**config.mk**
```make
export PLATFORM = sky130hd
export DESIGN_NAME = mpq_cell
export DESIGN_NICKNAME = d
export VERILOG_FILES = /design/src/rtl/mpq_pkg.sv /design/src/rtl/mpq_cell.sv
export SDC_FILE = /design/constraint.sdc
export NUM_CORES = 1
export LEC_CHECK = 0
export BUFFER_PORTS_ARGS = -buffer_cell sky130_fd_sc_hd__buf_2
export CELL_PAD_IN_SITES_DETAIL_PLACEMENT = 1
export CELL_PAD_IN_SITES_GLOBAL_PLACEMENT = 2
export CORE_UTILIZATION = 31
export CTS_BUF_LIST = sky130_fd_sc_hd__clkbuf_2
export DETAILED_ROUTE_END_ITERATION = 12
export PLACE_DENSITY_LB_ADDON = 0.12
export SLEW_MARGIN = 20
export SYNTH_ARGS = -nofsm -noshare
export SYNTH_HDL_FRONTEND = slang
export SYNTH_SLANG_ARGS = --single-unit
```
**constraint.sdc**
```tcl
create_clock -name clk -period 6.85 [get_ports clk]
set_clock_uncertainty 0.15 [all_clocks]
set_input_delay 0.3425 -clock clk [delete_from_list [all_inputs] [get_ports clk]]
set_output_delay 0.3425 -clock clk [all_outputs]
set_load 0.02 [all_outputs]
```
**src/rtl/mpq_pkg.sv**
```systemverilog
// ----------------------------------------------------------------------------
// mpq_pkg
// Shared types and codes for the max priority queue.
// ----------------------------------------------------------------------------
package mpq_pkg;

	localparam int unsigned ValueW = 32;
	localparam int unsigned OccW   = 7;

	typedef logic signed [ValueW-1:0] value_t;

	typedef enum logic {
		ACT_INSERT = 1'b0,
		ACT_REMOVE = 1'b1
	} action_t;

	typedef enum logic [1:0] {
		ST_OK    = 2'd0,
		ST_FULL  = 2'd1,
		ST_EMPTY = 2'd2
	} status_t;

	// control broadcast to every cell of the row
	typedef struct packed {
		logic   ins;   // insert value (queue not full)
		logic   rem;   // drop the head, shift left (queue not empty)
		value_t value; // value being inserted
	} cell_ctl_t;

endpackage

```
**src/rtl/mpq_cell.sv**
```systemverilog
// ----------------------------------------------------------------------------
// mpq_cell
// One slot of the sorted row; compares against the broadcast value and
// takes its own entry, the broadcast value, or its left or right neighbor's entry.
// ----------------------------------------------------------------------------
module mpq_cell (
	input  logic                clk,
	input  mpq_pkg::cell_ctl_t  ctl,
	input  logic                occ,         // slot holds a stored entry
	input  logic                left_ge,     // left slot keeps its entry on insert
	input  mpq_pkg::value_t     left_value,
	input  mpq_pkg::value_t     right_value,
	output logic                ge,
	output mpq_pkg::value_t     value
);

	mpq_pkg::value_t value_q;

	// equal values stay ahead of the new one
	assign ge    = occ && (value_q >= ctl.value);
	assign value = value_q;

	always_ff @(posedge clk) begin
		if (ctl.ins && !ge) begin
			value_q <= left_ge ? ctl.value : left_value;
		end else if (ctl.rem) begin
			value_q <= right_value;
		end
	end

endmodule

```
# Yosys cells after proc, flatten, opt, wreduce, memory -nomap -nowiden
# Index checks and enable logic that the tools add are counted.
# word_totals
regBits,32
in_bits,101
out_inout_bits,33
word_cells,9
# classes
n_lt_le_gt_ge,1
n_mux,3
n_reduce_logical,4
# ops
op,count
32-bit two-way mux,3
32-bit greater-or-equal comparator,1
1-bit logical AND,2
2-bit nonzero test,1
1-bit logical NOT,1

# Longest topological paths before layout
# Gate-level depths: netlist of the first run.
# depth
depth_word,5
depth_mapped,10
mapped_depth_nobuf,9

# Worst setup path before layout of the first run
# No wires, ideal clock.
# synth_path
kind,register -> register
startpoint,"register value_q[31], in the netlist value[31]"
endpoint,"register value_q[0], in the netlist value[0] (enable)"
setup_ps,483
arrival_time_ps,2861
required_time_ps,6217
slack_ps,3355
stages_incl_launch_ff,9
path_buffers,1
synth_period_minus_slack_ps,3495
cell_sequence,edfxtp_1 ha_1 nand4_4 nor4_4 nor3b_2 a2111oi_2 a221oi_4 buf_6 nand2b_1
# synth_via
elab_chain_cells,5
# synth_rtl
item,line_no,text
"start, declared",mpq_cell.sv:17,mpq_pkg::value_t value_q;
"start signal, assigned",mpq_cell.sv:25,value_q <= left_ge ? ctl.value : left_value;
"start signal, assigned",mpq_cell.sv:27,value_q <= right_value;
32-bit greater-or-equal comparator,mpq_cell.sv:20,assign ge = occ && (value_q >= ctl.value);
1-bit logical AND,mpq_cell.sv:20,
1-bit logical NOT,mpq_cell.sv:24,if (ctl.ins && !ge) begin
1-bit logical AND,mpq_cell.sv:24,
2-bit nonzero test (no line),-,
# No other way between the ends.
# A chain may end at the register's enable or synchronous reset.

# Worst setup path after layout of the first run
# layout_path
startpoint,"register value_q[27], in the netlist value[27]"
endpoint,"register value_q[20], in the netlist value[20] (enable)"
# The elaborated chain is that of the path after synthesis.

==> results of run 1 <==
==> cell type report <==
type                       instances  area, um2  share of cell area (%)
multi-input combinational        157       1630                    45.5
sequential                        32        961                    26.9
timing repair buffer             135        681                    19.0
inverter                          36        135                    3.78
tap                              108        135                    3.78
clock buffer                       6       30.0                   0.840
clock inverter                     1       5.00                   0.140
==> per-layer routing <==
metal / routed length (um) / vias up / track usage, % / part of all wire [%]
met5: 0 / - / 0 / 0
met4: 78 / 0 / 4.41 / 1.1
met3: 402 / 6 / 3.36 / 5.8
met2: 3450 / 66 / 26.0 / 50
met1: 2940 / 1054 / 18.3 / 43
li1: - / 1117 / - / -
==> cell usage after synthesis <==
cell type   n
a2111oi_2   1
a211oi_1    1
a21oi_1    17
a221oi_1    1
a221oi_4    1
and2b_1     1
buf_6       3
clkbuf_1    4
edfxtp_1   32
ha_1       32
inv_1      36
mux2_2     35
mux2_4     29
nand2_1    10
nand2b_1    1
nand3_1     5
nand3b_1    1
nand4_1     6
nand4_4     1
nor2_1      1
nor3_1      2
nor3b_2     1
nor4_1      1
nor4_4      1
o211ai_1    1
o21a_1      1
o21ai_0     4
o21ai_1     1
or3_1       1
xnor2_1     1
==> worst paths after layout <==
check / endpoint / from / slack, ps
hold / removal: value[5]$_DFFE_PP_ / right_value[5] / 100
setup reg to reg: value[20]$_DFFE_PP_ / value[27]$_DFFE_PP_ / 3050
setup / recovery: value[20]$_DFFE_PP_ / value[27]$_DFFE_PP_ / 3050
hold reg to reg: value[17]$_DFFE_PP_ / value[31]$_DFFE_PP_ / 1140
==> cells by family (layout without fill, tap and decap cells) <==
| family | after synthesis | count (layout) | share of synthesized area, % |
|---|---|---|---|
| compound gates | 28 | 28 | 6.60 |
| xor+xnor | 1 | 1 | 0.316 |
| fa+ha+maj | 32 | 32 | 14.5 |
| buf+inv | 43 | 178 | 6.64 |
| flops | 32 | 32 | 34.7 |
| mux | 64 | 64 | 30.0 |
| simple gates | 32 | 32 | 7.32 |
==> cell usage in the layout (no fill, tap or decap), types with 2 or more instances in the layout <==
cell      Yosys  routed
a21oi_1      17      17
buf_2         0     133
buf_4         0       2
clkbuf_2      0       6
edfxtp_1     32      32
ha_1         32      32
inv_1        36      36
mux2_2       35      35
mux2_4       29      29
nand2_1      10      10
nand3_1       5       5
nand4_1       6       6
nor3_1        2       2
o21ai_0       4       4
==> metrics by stage <==
step | power [mW] | worst slack [ps] | hold slack, ps | std cells
4_1_cts | 0.779 | 2990 | 70.8 | 475
5_1_grt | 0.821 | 2730 | 59.0 | 475
3_3_place_gp | 0.681 | 3120 | 494 | 468
2_1_floorplan | 0.569 | 3360 | 410 | 232
3_5_place_dp | 0.687 | 2950 | 497 | 468
6_report | 0.764 | 3050 | 98.9 | 475
==> power by group through the flow <==
| stage | Clock [mW] | Combinational [mW] | Sequential (mW) |
|---|---|---|---|
| detailed placement | 0 | 0.386 | 0.301 |
| global route | 0.0999 | 0.420 | 0.300 |
| floorplan | 0 | 0.219 | 0.350 |
| global placement | 0 | 0.381 | 0.300 |
| CTS | 0.0951 | 0.388 | 0.296 |
| finish | 0.0895 | 0.380 | 0.294 |
==> worst reg2reg max path: cells and delay by family, from the launching register on <==
family                   cells  cell delay (ps)
adder cells (fa/ha/maj)      1              340
AO/OA/AOI/OAI                2              640
buffers and inverters        1              360
flip-flops                   1              430
AND/OR/NAND/NOR              4             1440
==> summary.md, run 1 <==
| Metric | Value |
|---|---|
| FMAX | 263 MHz |
| Clock-pin slew on the worst setup and hold paths | 170 ps |
| End-of-flow core utilization | 41.2% |
| Die area | 9310 um2 |
| Die X | 96.5 um |
| Io pins | 134 |
| Net switching power | 0.291 mW |
| Max reg flops | 32 |
| Post-layout instance area | 3570 um2 |
| Reg2reg path depth | 8 |
| Cell-internal power | 0.473 mW |
| Part of the power in the clock network | a little under an eighth |
| H-tree depth | 2 |
| Post-synthesis cell count | approximately 230 |
| CP Launch Type | flop |
| Crit end category | flop |
| Hold Path Class | primary input to flop |
| Gpl congestion | 0.710 |
| CP max FO | 32 |
| Delay of the slowest critical-path stage | 540 ps |
| Worst setup path class | flop to flop |
| CP max-delay cell | a221oi_4 |
| IO buf count | 133 |
| Drt total wl | approximately 6900 um |
| Hold depth | 2 |
| Drt pass-1 iters | 4 |
| Number of global-route vias before repair | 2,222 |
| Arrival time of the worst setup path | 3590 ps |
| Antenna-violating nets left | 0 |
| # rows | 34 |
| Post-synthesis register bit count | 32 |
| Hold_buf cts | 0 |
| Mapped Nets | approximately 370 |
| PostCTS Resize Cnt | 0 |
| WP depth | 8 |
| Die Y | 96.5 um |
| First-pass GRT wire length | 10,400 um |
| Total gr overflow | 0 |
| Yosys top cell area share | 34.7% |
| Pin count of the biggest net entering global routing | 33 |
| Fillers | 1,036 |
| Run status | completed |
| Crit share post-route | 55.5% |
| CTS Buf Count | 5 |
| Worst rel slew slack | roughly 44% |
| Initial antenna violation count | 0 |
| Final slew viol count | 0 |
| Setup bufs post-CTS | 0 |
| Initial Util | 31.9% |
| Dpl cell area | 3540 um2 |
| Root Buffer | clkbuf_2 |
| Final Setup Violations | 0 |
| P_leak | around 1.8 nW |
| Netlist cell types | 30 |
| Final min period | 3800 ps |
| Post-DR vias/cell | approximately 4.7 |
| Worst-path cell chain | ha_1 > nand4_1 > nor4_4 > nor3b_2 > a2111oi_2 > a221oi_4 > buf_4 > nand2b_2 |
| Sequential-to-total area share from yosys stat | 34.7% |
| 1st-iter DRT viols | 36 |
| Clock latency at the later pin of the worst-skew pair | approximately 370 ps |
| Sequential Power Share | 38.5% |
| CP required | 6640 ps |
| Final Hold Fails | 0 |
| TritonCTS clock tree | done |
| Core Region | 8680 um2 |
| Mean routed wirelength per cell | ~14 um |
| Net switching fraction of the power | 38.1% |
| Power Dens Cells | 214 nW/um2 |
| N_diodes | 0 |
| # clock sinks | 32 |
| Area grow syn2layout | 29.1% |
| Unrepaired setup endpoints after global routing | false |
| Comb pwr share | ~50% |
| WP buf/inv | 1 |
| Clock tree buffer depth | 2 |
| # DRC | 0 |
| Area contributors post-synth | edfxtp_1, mux2_4, ha_1 |
| Setup Total Neg Slack | 0 ps |
| Largest delay contributor family on the critical path | simple AND/OR/NAND/NOR gates |
| Layout Nets | 500 |
| Slew @ Worst Pin | 833 ps |
| Max-Cap Viols | 0 |
| Yosys top cell by area | edfxtp_1 |
| HPWL after DPL | 5720 um |
| Tot GR Track Use | between 10% and 20% |
| Mapped Avg Cell Area | 11.9 um2 |
| Peak VDD IR | 0.0000790 V |
| Share of cells above drive strength 1 | between 50% and 60% |
| Mapped Area | 2770 um2 |
| Vias | 2,243 |
| Synth warnings | 0 |
No activity file was read; power rests on OpenSTA's default activity.
==> run 2: changes to the inputs <==
--- a/config.mk
+++ b/config.mk
@@ -8,7 +8,7 @@
 export BUFFER_PORTS_ARGS = -buffer_cell sky130_fd_sc_hd__buf_2
 export CELL_PAD_IN_SITES_DETAIL_PLACEMENT = 1
 export CELL_PAD_IN_SITES_GLOBAL_PLACEMENT = 2
-export CORE_UTILIZATION = 31
+export CORE_UTILIZATION = 29
 export CTS_BUF_LIST = sky130_fd_sc_hd__clkbuf_2
 export DETAILED_ROUTE_END_ITERATION = 12
 export PLACE_DENSITY_LB_ADDON = 0.12
==> constraint.sdc (replaced) <==
create_clock -name clk -period 3.9 [get_ports clk]
set_clock_uncertainty 0.15 [all_clocks]
set_input_delay 0.195 -clock clk [delete_from_list [all_inputs] [get_ports clk]]
set_output_delay 0.195 -clock clk [all_outputs]
set_load 0.02 [all_outputs]
==> summary.md, run 2 (synthesis gave the netlist of run 1 again) <==
| Metric | Value |
|---|---|
| Root Buffer | clkbuf_2 |
| FMAX | 312 MHz (+19%) |
| Max-Cap Viols | 0 (unchanged) |
| Final Setup Violations | 0 (unchanged) |
| # DRC | 0 (unchanged) |
| Most frequent cells in the layout | buf_2, inv_1, mux2_2 |
| Crit share post-route | 82.1% (+27 points) |
| Max reg flops | 32 (unchanged) |
| WHS | 106 ps (+6.77 ps) |
| CP max-delay cell | a2111oi_2 |
| Final min period | 3200 ps (-598 ps) |
| Routed length on met1 | 3220 um (+9.5%) |
| Setup Total Neg Slack | 0 ps (unchanged) |
| Worst rel slew slack | 49.2% (+4.7 points) |
| Total gr overflow | 0 (unchanged) |
| Total power | 1.38 mW (+80%) |
| Cell mode on critical path | buf_4 |
| H-tree depth | 2 (unchanged) |
| Area grow syn2layout | 42.3% |
| Mean routed wirelength per cell | 14.0 um (-3.3%) |
| N_diodes | 0 (unchanged) |
| Crit end category | flop |
| Max Used Layer | met4 |
| Gpl congestion | 0.692 (-2.5%) |
| Clock tree buffer depth | 2 (unchanged) |
| Slew @ Worst Pin | 762 ps (-70.6 ps) |
| First-pass GRT wire length | 12,100 um (+17%) |
| CTS Buf Count | 5 (unchanged) |
| Delay of the slowest critical-path stage | 490 ps (-50 ps) |
| Layout Nets | 534 (+6.8%) |
| Sequential Power Share | 37.4% (-1.1 points) |
| Final slew viol count | 0 (unchanged) |
| Cell-internal power | 0.859 mW (+82%) |
| Drt pass-1 iters | 4 (unchanged) |
| Drt total wl | 7440 um (+8.1%) |
| Number of global-route vias before repair | 2,622 (+18%) |
| Comb pwr share | 51.0% (+1.2 points) |
| CP max FO | 18 (-44%) |
| # clock sinks | 32 (unchanged) |
| Arrival time of the worst setup path | 3110 ps (-480 ps) |
| 1st-iter DRT viols | 44 (+22%) |
| CP required | 3800 ps (-2840 ps) |
| Clock-pin slew on the worst setup and hold paths | 170 ps (about the same) |
| Die Y | 99.7 um (+3.3%) |
| Core Region | 9240 um2 (+6.5%) |
| P_leak | 1.97 nW (+7.9%) |
| Post-DR vias/cell | 4.42 (-6.5%) |
| Routed length on met3 | 375 um (-6.7%) |
| IO buf count | 133 (unchanged) |
| Hold_buf cts | 32 (+32) |
| Share of cells above drive strength 1 | 53.2% (-4.5 points) |
| TritonCTS clock tree | done |
| WL met2 | 3780 um (+9.4%) |
| PostCTS Resize Cnt | 0 (unchanged) |
| Net switching fraction of the power | 37.6% (-0.51 points) |
| Run status | completed |
| Die X | 99.7 um (+3.3%) |
| Vias | 2,345 (+4.5%) |
| # rows | 35 (+2.9%) |
| Net switching power | 0.518 mW (+78%) |
| Initial antenna violation count | 0 (unchanged) |
| Power Dens Cells | 350 nW/um2 (+64%) |
| Clock latency at the later pin of the worst-skew pair | 350 ps (-20 ps) |
| Part of the power in the clock network | 11.6% (about the same) |
| Commonest non-fill, non-tap cell in the layout | buf_2 |
| Hold Path Class | primary input to flop |
| Worst setup path class | flop to flop |
| Die area | 9940 um2 (+6.8%) |
| Peak VDD IR | 0.000169 V (+110%) |
| Fillers | 1,064 (+2.7%) |
| Initial Util | 30.0% (-1.9 points) |
| Io pins | 134 (unchanged) |
| Antenna-violating nets left | 0 (unchanged) |
| Unrepaired setup endpoints after global routing | false |
| CP Launch Type | flop |
| Setup bufs post-CTS | 0 (unchanged) |
| Tot GR Track Use | 15.6% (+0.66 points) |
| Worst-path cell chain | ha_1 > a21oi_1 > o21ai_0 > a221oi_1 > nor3b_2 > a2111oi_2 > a221oi_4 > buf_4 > nand2b_2 > buf_4 |
| Final Hold Fails | 0 (unchanged) |
| Pin count of the biggest net entering global routing | 33 (unchanged) |
| HPWL after DPL | 5910 um (+3.4%) |
## run 2: changes by cell type in the layout (fill, tap and decap cells not counted)
| cell | before | now |
|---|---|---|
| buf_4 | 2 | 4 |
| clkbuf_2 | 6 | 7 |
| clkinv_2 | 1 | 0 |
| dlygate4sd3_1 | 0 | 32 |
| clkinv_1 | 0 | 1 |
## run 2: stage by stage
stage / utilization, % / cell area (um2) / instances / setup WS (ps)
floorplan: - / 2770 / 232 / 405
global placement: 38.7 / 3580 / 491 / 820
detailed placement: 38.7 / 3580 / 491 / 718
CTS: 42.6 / 3940 / 531 / 694
global route: 42.6 / 3940 / 531 / 519
finish: 42.6 / 3940 / 531 / 698
## run 2: metal layers
layer / global-route usage (%) / vias up
met2: 28.5 / 73
met1: 18.4 / 1082
met4: 3.85 / 0
met5: 0 / -
li1: - / 1186
met3: 3.44 / 4
## run 2: path summary, 6_finish.rpt
| path | start | endpoint | slack [ps] | depth (start not counted) |
|---|---|---|---|---|
| max | value[5]$_DFFE_PP_ | value[15]$_DFFE_PP_ | 700 | 10 |
| min reg2reg | value[31]$_DFFE_PP_ | value[10]$_DFFE_PP_ | 1270 | 6 |
| min | left_value[6] | value[6]$_DFFE_PP_ | 110 | 3 |
| max reg2reg | value[5]$_DFFE_PP_ | value[15]$_DFFE_PP_ | 700 | 10 |
## run 2: area by class of cell
| type | count | area, um2 | area share, % |
|---|---|---|---|
| clock buffers | 7 | 35.0 | 0.889 |
| clock inverters | 1 | 3.75 | 0.0953 |
| inverters | 36 | 135 | 3.43 |
| multi-input cells | 157 | 1630 | 41.3 |
| flip-flops and latches | 32 | 961 | 24.4 |
| well taps | 129 | 161 | 4.10 |
| repair buffers | 169 | 1020 | 25.8 |
## run 2: power groups by stage
| stage | sequential, mW | clock (mW) | combinational (mW) |
|---|---|---|---|
| after global routing | 0.528 | 0.184 | 0.776 |
| after floorplan | 0.614 | 0 | 0.385 |
| after CTS | 0.518 | 0.171 | 0.718 |
| after detailed placement | 0.526 | 0 | 0.690 |
| after global placement | 0.520 | 0 | 0.685 |
| final | 0.516 | 0.159 | 0.702 |
## run 2: critical path: cells and delay by family (launching register included)
family,cells,cell delay [ps]
fa+ha+maj,1,340
compound gates,5,1180
flops,1,460
simple gates,2,230
buf+inv,2,520
==> run 3: changes to the inputs <==
--- a/config.mk
+++ b/config.mk
@@ -8,7 +8,7 @@
 export BUFFER_PORTS_ARGS = -buffer_cell sky130_fd_sc_hd__buf_2
 export CELL_PAD_IN_SITES_DETAIL_PLACEMENT = 1
 export CELL_PAD_IN_SITES_GLOBAL_PLACEMENT = 2
-export CORE_UTILIZATION = 29
+export CORE_UTILIZATION = 26
 export CTS_BUF_LIST = sky130_fd_sc_hd__clkbuf_2
 export DETAILED_ROUTE_END_ITERATION = 12
 export PLACE_DENSITY_LB_ADDON = 0.12
==> constraint.sdc (replaced) <==
create_clock -name clk -period 2.87 [get_ports clk]
set_clock_uncertainty 0.15 [all_clocks]
set_input_delay 0.1435 -clock clk [delete_from_list [all_inputs] [get_ports clk]]
set_output_delay 0.1435 -clock clk [all_outputs]
set_load 0.02 [all_outputs]
==> summary.md, run 3 (synthesis gave the netlist of run 1 again) <==
| Metric | Value |
|---|---|
| Run status | complete, but fails checks |
| Failing checks | negative setup slack |
| Fillers | 1,159 (+8.9%) |
| Io pins | 134 (unchanged) |
| FMAX | 333 MHz (+6.7%) |
| IO buf count | 133 (unchanged) |
| P_leak | 2.19 nW (+12%) |
| Pre-CTS setup slack | -154 ps (-872 ps) |
| Hold depth | 3 (unchanged) |
| Core Region | 10,300 um2 (+12%) |
| N_diodes | 0 (unchanged) |
| CP max FO | 8 (-10) |
| Share of cells above drive strength 1 | 58.6% (+5.4 points) |
| Multi-input gate area | 1780 um2 (+9.2%) |
| Worst-path cell chain | ha_4 > nand4_1 > buf_6 > nor4_4 > nor3b_4 > a2111oi_4 > a221oi_4 > buf_6 > buf_12 > mux2_4 |
| End-of-flow core utilization | 42.9% (+0.24 points) |
| H-tree depth | 2 (unchanged) |
| Reg2reg path depth | 10 (unchanged) |
| Die X | 105 um (+5.5%) |
| Power Dens Cells | 482 nW/um2 (+38%) |
| # rows | 37 (+5.7%) |
| First-pass GRT wire length | 12,700 um (+4.6%) |
| Hold Path Class | primary input to flop |
| Antenna-violating nets left | 0 (unchanged) |
| Register area | 961 um2 (unchanged) |
| Max reg flops | 32 (unchanged) |
| Total gr overflow | 0 (unchanged) |
| Clock latency at the later pin of the worst-skew pair | 370 ps (+20 ps) |
| WHS | 34.0 ps (-71.7 ps) |
| R2r startpoint | value[27]$_DFFE_PP_ |
| Hold_sp | left_value[26] |
| Unrepaired setup endpoints after global routing | true |
| Cell mode on critical path | buf_6 |
| CTS Buf Count | 5 (unchanged) |
| Post-DR vias/cell | 4.32 (-2.2%) |
| CP Launch Type | flop |
| Final Setup Violations | 65 (+65) |
| Slew @ Worst Pin | 801 ps (+38.9 ps) |
| Setup Total Neg Slack | -4460 ps (-4460 ps) |
| Commonest non-fill, non-tap cell in the layout | buf_2 |
| 1st-iter DRT viols | 27 (-39%) |
| Non-filler cells, final | 566 (+6.6%) |
| Most frequent cells in the layout | buf_2, inv_1 |
| Die area | 11,100 um2 (+11%) |
| Cell-internal power | 1.35 mW (+57%) |
| Delay of the slowest critical-path stage | 480 ps (about the same) |
| Crit end category | flop |
| Clock tree buffer depth | 2 (unchanged) |
| Drt total wl | 8050 um (+8.2%) |
| Layout Nets | 563 (+5.4%) |
| Largest delay contributor family on the critical path | simple AND/OR/NAND/NOR gates |
| Max-Cap Viols | 0 (unchanged) |
| CP max-delay cell | edfxtp_1 |
| Initial antenna violation count | 0 (unchanged) |
| Die Y | 105 um (+5.5%) |
| Arrival time of the worst setup path | 2980 ps (-130 ps) |
| Area grow syn2layout | 59.8% |
| Hold EP | value[26]$_DFFE_PP_ |
| Post-layout instance area | 4430 um2 (+12%) |
| Clock-pin slew on the worst setup and hold paths | 190 ps (+20 ps) |
| TritonCTS clock tree | done |
| FF-to-FF setup slack | -130 ps (-830 ps) |
| Number of global-route vias before repair | 2,712 (+3.4%) |
| # clock sinks | 32 (unchanged) |
| Tot GR Track Use | 14.7% (-0.86 points) |
| Part of the power in the clock network | 9.8% (-1.8 points) |
| Worst rel slew slack | 46.6% (-2.6 points) |
| Dpl cells | 515 (+4.9%) |
| Sequential Power Share | 33.3% (-4.1 points) |
| Drt pass-1 iters | 4 (unchanged) |
| Pin count of the biggest net entering global routing | 33 (unchanged) |
| Root Buffer | clkbuf_2 |
| Initial Util | 26.8% (-3.1 points) |
| Net switching power | 0.784 mW (+51%) |
| WP buf/inv | 3 (+1) |
| CP required | 2850 ps (-950 ps) |
| Final Hold Fails | 0 (unchanged) |
| Crit share post-route | 105% (+22 points) |
| Comb pwr share | 56.8% (+5.8 points) |
| Final slew viol count | 0 (unchanged) |
| Total power | 2.13 mW (+55%) |
| Dpl cell area | 3810 um2 (+6.4%) |
| HPWL after DPL | 6050 um (+2.3%) |
| Vias | 2,444 (+4.2%) |
| Worst setup path class | flop to flop |
| Setup WS post-layout | -130 ps (-828 ps) |
| Mean routed wirelength per cell | 14.2 um (+1.5%) |
| Peak VDD IR | 0.000148 V (-12%) |
| RR Endpoint | value[11]$_DFFE_PP_ |
| Final min period | 3000 ps (-202 ps) |
| Net switching fraction of the power | 36.8% (-0.86 points) |
| Gpl congestion | 0.703 (+1.5%) |
| # DRC | 0 (unchanged) |
[run 3: worst max-delay path by stage]
stage / slack [ps] / start / cells past startpoint / end
global placement: -80 / value[23]$_DFFE_PP_ / 8 / value[1]$_DFFE_PP_
finish: -130 / value[27]$_DFFE_PP_ / 10 / value[11]$_DFFE_PP_
floorplan: -60 / value[31]$_DFFE_PP_ / 8 / value[22]$_DFFE_PP_
CTS: -130 / value[27]$_DFFE_PP_ / 10 / ge
detailed placement: -150 / value[23]$_DFFE_PP_ / 8 / value[1]$_DFFE_PP_
global route: -280 / value[23]$_DFFE_PP_ / 12 / value[1]$_DFFE_PP_
[run 3: per-layer routing]
layer  global-route usage, %  vias up  part of all wire, %
li1                        -     1249                    -
met1                    17.0     1119                   43
met2                    27.3       74                   51
met3                    3.49        2                  5.4
met4                    3.32        0                 0.43
met5                       0        -                    0
[run 3: worst min-delay path, cell delays in order]
cell	delay, ps
buf_2	70
mux2_2	130
mux2_4	120
[run 3: power by group through the flow]
stage	combinational [mW]	clock, mW	sequential (mW)
global route	1.32	0.237	0.726
detailed placement	1.04	0	0.720
CTS	1.19	0.225	0.710
floorplan	0.538	0	0.837
global placement	1.03	0	0.715
finish	1.21	0.210	0.712
[run 3: timing repair]
item / CTS / global route
gates cloned: 2 / 1
gates resized for setup: 16 / 4
hold buffers: 32 / 0
setup buffers: 8 / 2
endpoints found under the setup margin: 65 / 65
pin swaps: 8 / 6
hold endpoints to repair: 32 / 0
[run 3: final cells by class]
| type | count | area share, % |
|---|---|---|
| repair buffers | 198 | 30.5 |
| multi-input cells | 157 | 40.1 |
| clock inverters | 2 | 0.170 |
| flip-flops and latches | 32 | 21.7 |
| well taps | 136 | 3.85 |
| inverters | 36 | 3.05 |
| clock buffers | 5 | 0.565 |
